<file path="config.mk">
export PLATFORM = sky130hd
export DESIGN_NAME = cosine_similarity_stream_core_flat
export DESIGN_NICKNAME = d
export VERILOG_FILES = /design/src/sv/cossim_pkg.sv /design/src/sv/cossim_in_if.sv /design/src/sv/cossim_out_if.sv /design/src/sv/cossim_isqrt.sv /design/src/sv/cosine_similarity_stream_core.sv /design/src/flat_wrapper.sv
export SDC_FILE = /design/constraint.sdc
export NUM_CORES = 2
export LEC_CHECK = 0
export BUFFER_PORTS_ARGS = -buffer_cell sky130_fd_sc_hd__buf_2
export CORE_MARGIN = 2
export CORE_UTILIZATION = 51
export CTS_CLUSTER_DIAMETER = 40
export DETAILED_ROUTE_END_ITERATION = 10
export PLACE_DENSITY = 0.77
export SETUP_SLACK_MARGIN = 0.2
export SLEW_MARGIN = 20
export SYNTH_ARGS = -nofsm -noshare
export SYNTH_HDL_FRONTEND = slang
export SYNTH_SLANG_ARGS = --single-unit
</file>
<file path="constraint.sdc">
create_clock -name clk -period 11.2 [get_ports clk]
set_input_delay 1.12 -clock clk [delete_from_list [all_inputs] [get_ports clk]]
set_output_delay 1.12 -clock clk [all_outputs]
set_load 0.01 [all_outputs]
</file>
<file path="src/sv/cossim_pkg.sv">
// Package for the cosine similarity stream core.
// Widths, sequencer state codes and square root request/response types.
package cossim_pkg;

	localparam int ELEM_W   = 16;
	localparam int ACC_W    = 48;
	localparam int MUL_W    = 25;
	localparam int PROD_W   = 2 * MUL_W;
	localparam int ROOT_W   = ACC_W / 2;
	localparam int REM_W    = ROOT_W + 3;
	localparam int Q_FRAC   = 15;
	localparam int DIVD_W   = ACC_W + Q_FRAC;
	localparam int QUO_W    = ELEM_W + 1;
	localparam int SCNT_W   = $clog2(ROOT_W);
	localparam int DCNT_W   = $clog2(DIVD_W);

	typedef enum logic [7:0] {
		ST_IDLE  = 8'b0000_0001,
		ST_MAC   = 8'b0000_0010,
		ST_CHECK = 8'b0000_0100,
		ST_SQA   = 8'b0000_1000,
		ST_SQB   = 8'b0001_0000,
		ST_MULR  = 8'b0010_0000,
		ST_DIV   = 8'b0100_0000,
		ST_DONE  = 8'b1000_0000
	} state_t;

	typedef struct packed {
		logic               start;
		logic [ACC_W-1:0]   rad;
	} sqrt_req_t;

	typedef struct packed {
		logic               done;
		logic [ROOT_W-1:0]  root;
	} sqrt_rsp_t;

endpackage

</file>
<file path="src/sv/cossim_in_if.sv">
// Input channel: one element pair and a last flag per item.
// Depends on cossim_pkg.
interface cossim_in_if;
	logic                                valid;
	logic                                ready;
	logic signed [cossim_pkg::ELEM_W-1:0] elem_a;
	logic signed [cossim_pkg::ELEM_W-1:0] elem_b;
	logic                                last;

	modport source (output valid, output elem_a, output elem_b, output last, input ready);
	modport sink   (input valid, input elem_a, input elem_b, input last, output ready);
endinterface

</file>
<file path="src/sv/cossim_out_if.sv">
// Output channel: similarity result and zero norm flag per item.
// Depends on cossim_pkg.
interface cossim_out_if;
	logic                                valid;
	logic                                ready;
	logic signed [cossim_pkg::ELEM_W-1:0] similarity;
	logic                                zero_norm;

	modport source (output valid, output similarity, output zero_norm, input ready);
	modport sink   (input valid, input similarity, input zero_norm, output ready);
endinterface

</file>
<file path="src/sv/cossim_isqrt.sv">
// Iterative floor square root, two radicand bits per cycle.
// Depends on cossim_pkg.
module cossim_isqrt (
	input  logic                   clk,
	input  logic                   arst_n,
	input  cossim_pkg::sqrt_req_t  req,
	output cossim_pkg::sqrt_rsp_t  rsp
);
	logic [cossim_pkg::ACC_W-1:0]  rad_q;
	logic [cossim_pkg::REM_W-1:0]  rem_q;
	logic [cossim_pkg::ROOT_W-1:0] root_q;
	logic [cossim_pkg::SCNT_W-1:0] cnt_q;
	logic                          busy_q;
	logic                          done_q;
	logic [cossim_pkg::REM_W-1:0]  rem_sh;
	logic [cossim_pkg::REM_W-1:0]  trial;

	assign rem_sh = {rem_q[cossim_pkg::REM_W-3:0], rad_q[cossim_pkg::ACC_W-1 -: 2]};
	assign trial  = {1'b0, root_q, 2'b01};

	always_ff @(posedge clk or negedge arst_n) begin
		if (!arst_n) begin
			busy_q <= 1'b0;
			done_q <= 1'b0;
			cnt_q  <= '0;
		end else begin
			done_q <= 1'b0;
			if (req.start) begin
				busy_q <= 1'b1;
				cnt_q  <= '0;
			end else if (busy_q) begin
				cnt_q <= cnt_q + 1'b1;
				if (cnt_q == cossim_pkg::SCNT_W'(cossim_pkg::ROOT_W - 1)) begin
					busy_q <= 1'b0;
					done_q <= 1'b1;
				end
			end
		end
	end

	always_ff @(posedge clk) begin
		if (req.start) begin
			rad_q  <= req.rad;
			rem_q  <= '0;
			root_q <= '0;
		end else if (busy_q) begin
			rad_q <= {rad_q[cossim_pkg::ACC_W-3:0], 2'b00};
			if (rem_sh >= trial) begin
				rem_q  <= rem_sh - trial;
				root_q <= {root_q[cossim_pkg::ROOT_W-2:0], 1'b1};
			end else begin
				rem_q  <= rem_sh;
				root_q <= {root_q[cossim_pkg::ROOT_W-2:0], 1'b0};
			end
		end
	end

	assign rsp.done = done_q;
	assign rsp.root = root_q;
endmodule

</file>
<file path="src/sv/cosine_similarity_stream_core.sv">
// Cosine similarity stream core. Item with last=0: accept and MAC, then ready again.
// Item with last=1: accept, MAC, check, square root of each norm, multiply of the roots,
// divide and result; check goes straight to result when a norm is zero. The square
// roots share one square root unit, and the divider is bit serial.
// One item in flight; the result register lets the next item in while a result waits.
// arst_n clears the sequencer, accumulators and output valid.
module cosine_similarity_stream_core (
	input  logic          clk,
	input  logic          arst_n,
	cossim_in_if.sink     in_ch,
	cossim_out_if.source  out_ch
);
	localparam int AW = cossim_pkg::ACC_W;

	cossim_pkg::state_t    state_q;
	logic [1:0]            ph_q;
	logic signed [cossim_pkg::ELEM_W-1:0] a_q, b_q;
	logic                  last_q;
	logic [AW-1:0]         dot_q, na_q, nb_q;
	logic signed [cossim_pkg::PROD_W-1:0] prod_q;
	logic signed [cossim_pkg::MUL_W-1:0]  op_x, op_y;
	logic [cossim_pkg::ROOT_W-1:0] root_a_q, root_b_q;
	logic                  neg_q, zf_q, ovf_q;
	logic [AW-1:0]         den_q, rem_q;
	logic [cossim_pkg::DIVD_W-1:0] divd_q;
	logic [cossim_pkg::QUO_W-1:0]  quo_q;
	logic [cossim_pkg::DCNT_W-1:0] cnt_q;
	logic [AW:0]           rem_sh;
	logic                  nz;
	logic [cossim_pkg::ELEM_W-1:0] sim_c;
	logic                  out_valid_q, out_zf_q;
	logic [cossim_pkg::ELEM_W-1:0] out_sim_q;
	cossim_pkg::sqrt_req_t sq_req;
	cossim_pkg::sqrt_rsp_t sq_rsp;

	cossim_isqrt u_isqrt (.clk(clk), .arst_n(arst_n), .req(sq_req), .rsp(sq_rsp));

	assign in_ch.ready = (state_q == cossim_pkg::ST_IDLE);
	assign nz = (na_q != '0) && (nb_q != '0);
	assign sq_req.start = ((state_q == cossim_pkg::ST_CHECK) && nz) ||
	                      ((state_q == cossim_pkg::ST_SQA) && sq_rsp.done);
	assign sq_req.rad = (state_q == cossim_pkg::ST_CHECK) ? na_q : nb_q;
	assign rem_sh = {rem_q, divd_q[cossim_pkg::DIVD_W-1]};

	always_comb begin
		op_x = cossim_pkg::MUL_W'(a_q);
		op_y = cossim_pkg::MUL_W'(b_q);
		if (state_q == cossim_pkg::ST_MULR) begin
			op_x = {1'b0, root_a_q};
			op_y = {1'b0, root_b_q};
		end else if (ph_q == 2'd1) begin
			op_y = cossim_pkg::MUL_W'(a_q);
		end else if (ph_q == 2'd2) begin
			op_x = cossim_pkg::MUL_W'(b_q);
		end
	end

	always_comb begin
		if (zf_q) begin
			sim_c = '0;
		end else if (neg_q) begin
			if (ovf_q || quo_q > cossim_pkg::QUO_W'(32768)) sim_c = 16'h8000;
			else sim_c = cossim_pkg::ELEM_W'(~quo_q + 1'b1);
		end else begin
			if (ovf_q || quo_q > cossim_pkg::QUO_W'(32767)) sim_c = 16'h7FFF;
			else sim_c = quo_q[cossim_pkg::ELEM_W-1:0];
		end
	end

	always_ff @(posedge clk or negedge arst_n) begin
		if (!arst_n) begin
			state_q     <= cossim_pkg::ST_IDLE;
			ph_q        <= '0;
			dot_q       <= '0;
			na_q        <= '0;
			nb_q        <= '0;
			out_valid_q <= 1'b0;
		end else begin
			if (out_valid_q && out_ch.ready) out_valid_q <= 1'b0;
			case (state_q)
				cossim_pkg::ST_IDLE: begin
					ph_q <= '0;
					if (in_ch.valid) state_q <= cossim_pkg::ST_MAC;
				end
				cossim_pkg::ST_MAC: begin
					ph_q <= ph_q + 1'b1;
					if (ph_q == 2'd1) dot_q <= dot_q + prod_q[AW-1:0];
					if (ph_q == 2'd2) na_q <= na_q + prod_q[AW-1:0];
					if (ph_q == 2'd3) begin
						nb_q    <= nb_q + prod_q[AW-1:0];
						state_q <= last_q ? cossim_pkg::ST_CHECK : cossim_pkg::ST_IDLE;
					end
				end
				cossim_pkg::ST_CHECK: begin
					ph_q    <= '0;
					state_q <= nz ? cossim_pkg::ST_SQA : cossim_pkg::ST_DONE;
				end
				cossim_pkg::ST_SQA: begin
					if (sq_rsp.done) state_q <= cossim_pkg::ST_SQB;
				end
				cossim_pkg::ST_SQB: begin
					if (sq_rsp.done) state_q <= cossim_pkg::ST_MULR;
				end
				cossim_pkg::ST_MULR: begin
					ph_q <= ph_q + 1'b1;
					if (ph_q == 2'd1) state_q <= cossim_pkg::ST_DIV;
				end
				cossim_pkg::ST_DIV: begin
					if (cnt_q == cossim_pkg::DCNT_W'(cossim_pkg::DIVD_W - 1))
						state_q <= cossim_pkg::ST_DONE;
				end
				cossim_pkg::ST_DONE: begin
					if (!out_valid_q || out_ch.ready) begin
						out_valid_q <= 1'b1;
						dot_q       <= '0;
						na_q        <= '0;
						nb_q        <= '0;
						state_q     <= cossim_pkg::ST_IDLE;
					end
				end
				default: state_q <= cossim_pkg::ST_IDLE;
			endcase
		end
	end

	always_ff @(posedge clk) begin
		prod_q <= op_x * op_y;
		if (in_ch.valid && in_ch.ready) begin
			a_q    <= in_ch.elem_a;
			b_q    <= in_ch.elem_b;
			last_q <= in_ch.last;
		end
		if (state_q == cossim_pkg::ST_CHECK) begin
			zf_q  <= !nz;
			neg_q <= dot_q[AW-1];
			divd_q <= {(dot_q[AW-1] ? (~dot_q + 1'b1) : dot_q),
			           {cossim_pkg::Q_FRAC{1'b0}}};
		end
		if (state_q == cossim_pkg::ST_SQA && sq_rsp.done) root_a_q <= sq_rsp.root;
		if (state_q == cossim_pkg::ST_SQB && sq_rsp.done) root_b_q <= sq_rsp.root;
		if (state_q == cossim_pkg::ST_MULR && ph_q == 2'd1) begin
			den_q <= prod_q[AW-1:0];
			rem_q <= '0;
			quo_q <= '0;
			ovf_q <= 1'b0;
			cnt_q <= '0;
		end
		if (state_q == cossim_pkg::ST_DIV) begin
			cnt_q  <= cnt_q + 1'b1;
			divd_q <= {divd_q[cossim_pkg::DIVD_W-2:0], 1'b0};
			ovf_q  <= ovf_q | quo_q[cossim_pkg::QUO_W-1];
			if (rem_sh >= {1'b0, den_q}) begin
				rem_q <= AW'(rem_sh - {1'b0, den_q});
				quo_q <= {quo_q[cossim_pkg::QUO_W-2:0], 1'b1};
			end else begin
				rem_q <= rem_sh[AW-1:0];
				quo_q <= {quo_q[cossim_pkg::QUO_W-2:0], 1'b0};
			end
		end
		if (state_q == cossim_pkg::ST_DONE && (!out_valid_q || out_ch.ready)) begin
			out_sim_q <= sim_c;
			out_zf_q  <= zf_q;
		end
	end

	assign out_ch.valid      = out_valid_q;
	assign out_ch.similarity = out_sim_q;
	assign out_ch.zero_norm  = out_zf_q;

`ifndef NO_ASSERTIONS
	a_accept_mac: assert property (@(posedge clk) disable iff (!arst_n)
		(in_ch.valid && in_ch.ready) |=> (state_q == cossim_pkg::ST_MAC))
		else $error("accepted item did not start accumulation");
	a_div_den: assert property (@(posedge clk) disable iff (!arst_n)
		(state_q == cossim_pkg::ST_DIV) |-> (den_q != '0))
		else $error("divide with zero denominator");
	a_zero_sim: assert property (@(posedge clk) disable iff (!arst_n)
		(out_ch.valid && out_ch.zero_norm) |-> (out_ch.similarity == '0))
		else $error("zero norm result with nonzero similarity");
`endif
endmodule

</file>
<file path="src/flat_wrapper.sv">
// flat-port wrapper written by rule: the top's interface ports become plain ports
module cosine_similarity_stream_core_flat 
  (clk, arst_n, in_ch_valid, in_ch_elem_a, in_ch_elem_b, in_ch_last, in_ch_ready, out_ch_valid, out_ch_similarity, out_ch_zero_norm, out_ch_ready);
  cossim_in_if in_ch_i ();
  cossim_out_if out_ch_i ();
  input  logic clk;
  input  logic arst_n;
  input wire logic [$bits(in_ch_i.valid)-1:0] in_ch_valid;
  input wire logic [$bits(in_ch_i.elem_a)-1:0] in_ch_elem_a;
  input wire logic [$bits(in_ch_i.elem_b)-1:0] in_ch_elem_b;
  input wire logic [$bits(in_ch_i.last)-1:0] in_ch_last;
  output wire logic [$bits(in_ch_i.ready)-1:0] in_ch_ready;
  output wire logic [$bits(out_ch_i.valid)-1:0] out_ch_valid;
  output wire logic [$bits(out_ch_i.similarity)-1:0] out_ch_similarity;
  output wire logic [$bits(out_ch_i.zero_norm)-1:0] out_ch_zero_norm;
  input wire logic [$bits(out_ch_i.ready)-1:0] out_ch_ready;
  assign in_ch_i.valid = in_ch_valid;
  assign in_ch_i.elem_a = in_ch_elem_a;
  assign in_ch_i.elem_b = in_ch_elem_b;
  assign in_ch_i.last = in_ch_last;
  assign in_ch_ready = in_ch_i.ready;
  assign out_ch_valid = out_ch_i.valid;
  assign out_ch_similarity = out_ch_i.similarity;
  assign out_ch_zero_norm = out_ch_i.zero_norm;
  assign out_ch_i.ready = out_ch_ready;
  cosine_similarity_stream_core u_core (.clk(clk), .arst_n(arst_n), .in_ch(in_ch_i), .out_ch(out_ch_i));
endmodule
</file>
* Yosys cells after proc, flatten, opt, wreduce, memory -nomap -nowiden
Cells that the tools add are included.
Operators by class: multiplexer cells 55, $add $sub $neg 10, reductions and logical operators 27, magnitude comparators 4, bitwise logic cells 3, eq/ne operators 22, multiply operators 1
Operators by type and width (count):
- $mux W48 | 11
- $pmux W48 S2 | 3
- $mux W25 | 6
- $add A48 B48 Y48 | 3
- $mux W63 | 2
- $reduce_bool A48 Y1 | 2
- $mux W8 | 8
- $pmux W8 S8 | 1
- $ge A49 B48 Y1 | 1
- $add A48 B1 Y48 const B | 1
- $mul A25 B25 Y48 | 1
- $mux W16 | 3
- $not A48 Y48 | 1
- $sub A48 B48 Y48 | 1
- $mux W17 | 2
- $ge A27 B26 Y1 | 1
- $sub A25 B25 Y25 | 1
- $gt A17 B15 Y1 const B | 1
- $gt A17 B16 Y1 const B | 1
- $add A16 B1 Y16 const B | 1
- $not A16 Y16 | 1
- $mux W1 | 13
- $mux W6 | 2
- $mux W5 | 2
- other kinds (27) | 53
Storage, ports and cells: logic and storage cells 151, register bits 575, bits of input ports 37

* Longest topological paths before layout
depth in word-level cells 5, mapped depth 36, mapped depth without buffers 33

* By module
A second synthesis with hierarchy kept.
Unflattened totals: cells, all modules 6079, area total of the unflattened synthesis 56641.8 µm²
By module, submodules not included:
- cosine_similarity_stream_core | area each 50980.1 µm², times used 1, cells an instance 5539
- cossim_isqrt | area each 5661.7 µm², times used 1, cells an instance 540

* Worst setup path after synthesis
No wires, ideal clock.
kind register -> register, from register u_core.ph_q[0], to register u_core.prod_q[46] (netlist name), period minus slack after synthesis 8903 ps, arrival 8831 ps, setup time 72 ps, path buffers 3, stages on the path, launching flop included 36, required time 11128 ps, slack 2297 ps, path through dfrtp_1 > inv_1 > ha_1 > nor2b_1 > clkbuf_1 > buf_1 > mux2i_1 > nand2_1 > o21ai_0 > clkbuf_1 > nor2_1 > fa_1 > fa_1 > inv_1 > fa_1 > inv_1 > fa_1 > inv_1 > fa_1 > inv_1 > fa_1 > inv_1 > fa_1 > inv_1 > ha_1 > a21oi_1 > nand2_1 > or2_2 > a31oi_2 > o31ai_1 > o21a_1 > a41o_1 > or4b_1 > a31o_2 > a221oi_2 > xnor2_1
On the way: cells in the longest elaborated chain, start to end 5, elaborated cells on any way between the ends 8, those cells by class 1 x mul; 2 x eq/ne; 5 x mux
Ends and longest elaborated chain:
- start, declared | line cosine_similarity_stream_core.sv:16 | logic [1:0] ph_q;
- start signal, assigned | line cosine_similarity_stream_core.sv:86 | ph_q <= ph_q + 1'b1;
- start signal, assigned | line cosine_similarity_stream_core.sv:105 | ph_q <= ph_q + 1'b1;
- $eq A2 B2 Y1 | line cosine_similarity_stream_core.sv:53 | end else if (ph_q == 2'd2) begin
- $mux W25 | line cosine_similarity_stream_core.sv:53
- $mux W25 | line cosine_similarity_stream_core.sv:51 | end else if (ph_q == 2'd1) begin
- $mux W25 | line cosine_similarity_stream_core.sv:48 | if (state_q == cossim_pkg::ST_MULR) begin
- $mul A25 B25 Y48 (*) | line cosine_similarity_stream_core.sv:127 | prod_q <= op_x * op_y;
- end signal, assigned | line cosine_similarity_stream_core.sv:127
- end, declared | line cosine_similarity_stream_core.sv:20 | logic signed [cossim_pkg::PROD_W-1:0] prod_q;
Mark *: on every way between the ends. The rest lies on a longest branch, timed or not. A chain may end at the register's enable or synchronous reset.

* Final worst setup path
from register u_core.state_q[4], to register u_core.prod_q[46] (netlist name)
On the way: cells in the longest elaborated chain, start to end 3, elaborated cells on any way between the ends 4, those cells by class 1 x mul; 1 x eq/ne; 2 x mux
Ends and longest elaborated chain:
- start, declared | line cosine_similarity_stream_core.sv:15 | cossim_pkg::state_t state_q;
- start signal, assigned | line cosine_similarity_stream_core.sv:72 | state_q <= cossim_pkg::ST_IDLE;
- start signal, assigned | line cosine_similarity_stream_core.sv:83 | if (in_ch.valid) state_q <= cossim_pkg::ST_MAC;
- start signal, assigned | line cosine_similarity_stream_core.sv:91 | state_q <= last_q ? cossim_pkg::ST_CHECK : cossim_pkg::ST_IDLE;
- $eq A8 B6 Y1 (*) | line cosine_similarity_stream_core.sv:48
- $mux W25 | line cosine_similarity_stream_core.sv:48
- $mul A25 B25 Y48 (*) | line cosine_similarity_stream_core.sv:127
Marks and branches as above.

==> metrics <==
outcome=complete, no violations; share of layout cells above drive strength 1=6.08%; crit-path max FO=38; area delta synth->final=8.93%; FF/Latch Area=15500 um^2; Final ANT Viol Nets=0; final-report hold violation count=0; mapped cell area=55900 um^2; fin. max-slew vios=0; worst r2r dst=u_core.prod_q[46]$_DFF_P_; worst setup path class=reg -> reg; Leakage=27.4 nW; global-route wire length before repair=253000 um; Peak VDD IR=0.140 mV; Main synth FF type=edfxtp_1; RSZ-0062 raised after global routing=false; Remaining Overflow, GRT=0; final net count=7037; Ys Warns=0; # port buffers=55; largest net degree at the start of global routing=95; # IOs=56; Reg clk slew, reported paths=0.06 ns; GPL Wtd Cong=1.04; DR vias/cell=5.89; CTS root buffer=clkbuf_16; sequential element share of the synthesized area=27.7%; antenna violations before repair=2; Max Freq=97.9 MHz; share of synthesized registers carrying an async set or reset=28.2%; Yosys reg bits=575; clock buffer depth=3; r2r setup slk=0.99 ns; CTS buffer count=87; Initial Utilization=51.4%; syn nets=7047; Worst Setup Start Kind=flip-flop; Mapped Cells=6003; TritonCTS clock tree=yes; clk_skew=0.0267 ns; 1st-pass router iterations=6; syn_area_per_cell=9.30 um^2; number of global-route vias before repair=45.0k; final setup fails=0; setup bufs post-CTS=0; WL final=163000 um; number of remaining DRC errors=0; Die Y=335 um; Max Cap Viol=0; Data required, critical path=11.81 ns; number of hold buffers added after CTS=0; vias after detailed routing=44.0k; largest stage delay on the critical path=0.79 ns; Global Route Usage Sum=29.3%; Setup TNS Final=0 ns; H-tree Lvls=3; CTS-repair resized insts=0; Arr. time, crit path=10.82 ns; Tcrit/Tclk final=91.2%; Fillers=9436; clk sinks=575; number of flops mapped to enable cells by yosys=316; CP endpoint kind=flip-flop; std cell rows=121; min Tclk post-route=10.21 ns; RR Startpoint=u_core.state_q[4]$_DFFE_PN0P_; R2R depth=28; core box area=109000 um^2; area of the multi-input gates=36700 um^2; Util after Layout=56.0%; CP max-delay cell=o21a_1; Iteration-0 DRC Markers=3867; slew margin rel.=17.9%; clock latency at the later pin of the worst-skew pair=0.70 ns; DP HPWL=125000 um; wire per inst=21.7 um; Netlist cell types=94; Die ar.=112000 um^2; slew of the pin with the lowest slew margin=1.23 ns; Crit path top cell by count=fa_1; Cell Pwr Density=83.8 nW/um^2; Hold Path Class=in -> async; die width=335 um
## Yosys cell counts, types with 51 or more instances
cell | count | area share [%]
nand2_1 | 790 | 5.3
inv_1 | 754 | 5.1
fa_1 | 644 | 23
nor2_1 | 581 | 3.9
ha_1 | 363 | 8.1
o21ai_0 | 357 | 3.2
edfxtp_1 | 316 | 17
a21oi_1 | 282 | 2.5
clkbuf_1 | 226 | 1.5
dfrtp_1 | 161 | 7.2
xnor2_1 | 160 | 2.5
xor2_1 | 134 | 2.1
a21o_1 | 133 | 1.8
mux2i_1 | 102 | 1.8
dfxtp_1 | 97 | 3.5
a31oi_1 | 85 | 0.95
o21a_1 | 76 | 1.0
nand3_1 | 65 | 0.58
o21bai_1 | 51 | 0.69
## metrics by stage
stage                     setup slack (ns)  cell area [um^2]  hold slack (ns)  total power [mW]  cells
after floorplan                       2.30             55900            0.406              2.26   6003
after global placement                1.31             57700            0.466              2.28   7316
after detailed placement              1.16             57700            0.486              2.28   7316
after CTS                             1.14             60800            0.327              5.14   7480
after global routing                 0.554             60800            0.342              5.23   7482
final                                0.986             60800            0.337              5.10   7483
## critical path, delay by kind of cell (launching register included)
kind | cells | cell delay [ns]
fa+ha+maj | 8 | 3.91
simple gates | 5 | 2.26
flops | 1 | 0.44
compound gates | 10 | 2.80
xor+xnor | 1 | 0.15
buf+inv | 4 | 0.58
## how the worst max path moves through the flow
| stage | depth (start not counted) | startpoint | to | slack (ns) |
|---|---|---|---|---|
| 6_report | 28 | u_core.state_q[4]$_DFFE_PN0P_ | u_core.prod_q[46]$_DFF_P_ | 0.99 |
| 2_1_floorplan | 35 | u_core.ph_q[0]$_DFFE_PN0P_ | u_core.prod_q[46]$_DFF_P_ | 2.30 |
| 5_1_grt | 30 | u_core.state_q[4]$_DFFE_PN0P_ | u_core.prod_q[46]$_DFF_P_ | 0.55 |
| 3_3_place_gp | 32 | u_core.state_q[4]$_DFFE_PN0P_ | u_core.prod_q[46]$_DFF_P_ | 1.31 |
| 3_5_place_dp | 32 | u_core.state_q[4]$_DFFE_PN0P_ | u_core.prod_q[46]$_DFF_P_ | 1.16 |
| 4_1_cts | 28 | u_core.state_q[4]$_DFFE_PN0P_ | u_core.prod_q[46]$_DFF_P_ | 1.14 |
## where the power goes
part           leakage, nW  internal (mW)          switching, mW
Sequential            5.15           2.21  0.0000000000000000172
Clock                 1.50           1.68                   1.18
Combinational         20.7        0.00505                 0.0151
## area by class of cell
cell class                      instances  area share [%]
Clock inverter                         66            1.31
Antenna cell                            1         0.00411
Multi-Input combinational cell       4434            60.4
Clock buffer                           98            3.75
Tap cell                             1414            2.91
Timing Repair Buffer                  139            1.56
Inverter                              756            4.66
Sequential cell                       575            25.5
## metal layers
layer | part of all wire (%) | global-route usage [%]
met2 | 46 | 47.4
met1 | 39 | 36.5
met4 | 6.7 | 16.4
met5 | 0.017 | 0
met3 | 8.9 | 6.31
## cell usage in the layout, fill, tap and decap left out, drive strengths merged, types with 39 or more instances in the layout
cell type  instances
ha               363
edfxtp           316
xnor2            160
nand4             41
fa               644
mux2i            102
dfrtp            161
xor2             134
buf              139
o21bai            51
nand3             65
a31oi             86
nor3              39
clkbuf            98
and3              39
o21a              76
nand2            790
nor2             581
dfxtp             97
inv              793
o21ai            385
a21o             133
a21oi            284
## registers in the layout (all words and copies together) (netlist names), 25 cells and up
name and flops:
u_core.divd_q 48, u_core.den_q 48, u_core.nb_q 48, u_core.prod_q 48, u_core.na_q 48, u_core.u_isqrt.rad_q 48
u_core.rem_q 48, u_core.u_isqrt.rem_q 25, u_core.dot_q 48
## cells by family (layout without fill, tap and decap cells)
| group | after synthesis | count (layout) | synth area share (%) |
|---|---|---|---|
| muxes | 106 | 106 | 1.91 |
| buffers and inverters | 994 | 1059 | 6.71 |
| adders and majority gates | 1007 | 1007 | 31.2 |
| other | 0 | 1 | 0 |
| and+or+nand+nor | 1804 | 1804 | 14.1 |
| AOI/OAI and AO/OA | 1223 | 1223 | 13.7 |
| DFF | 575 | 575 | 27.7 |
| xor gates and xnor gates | 294 | 294 | 4.61 |
Power figures use the tool's default switching activity.
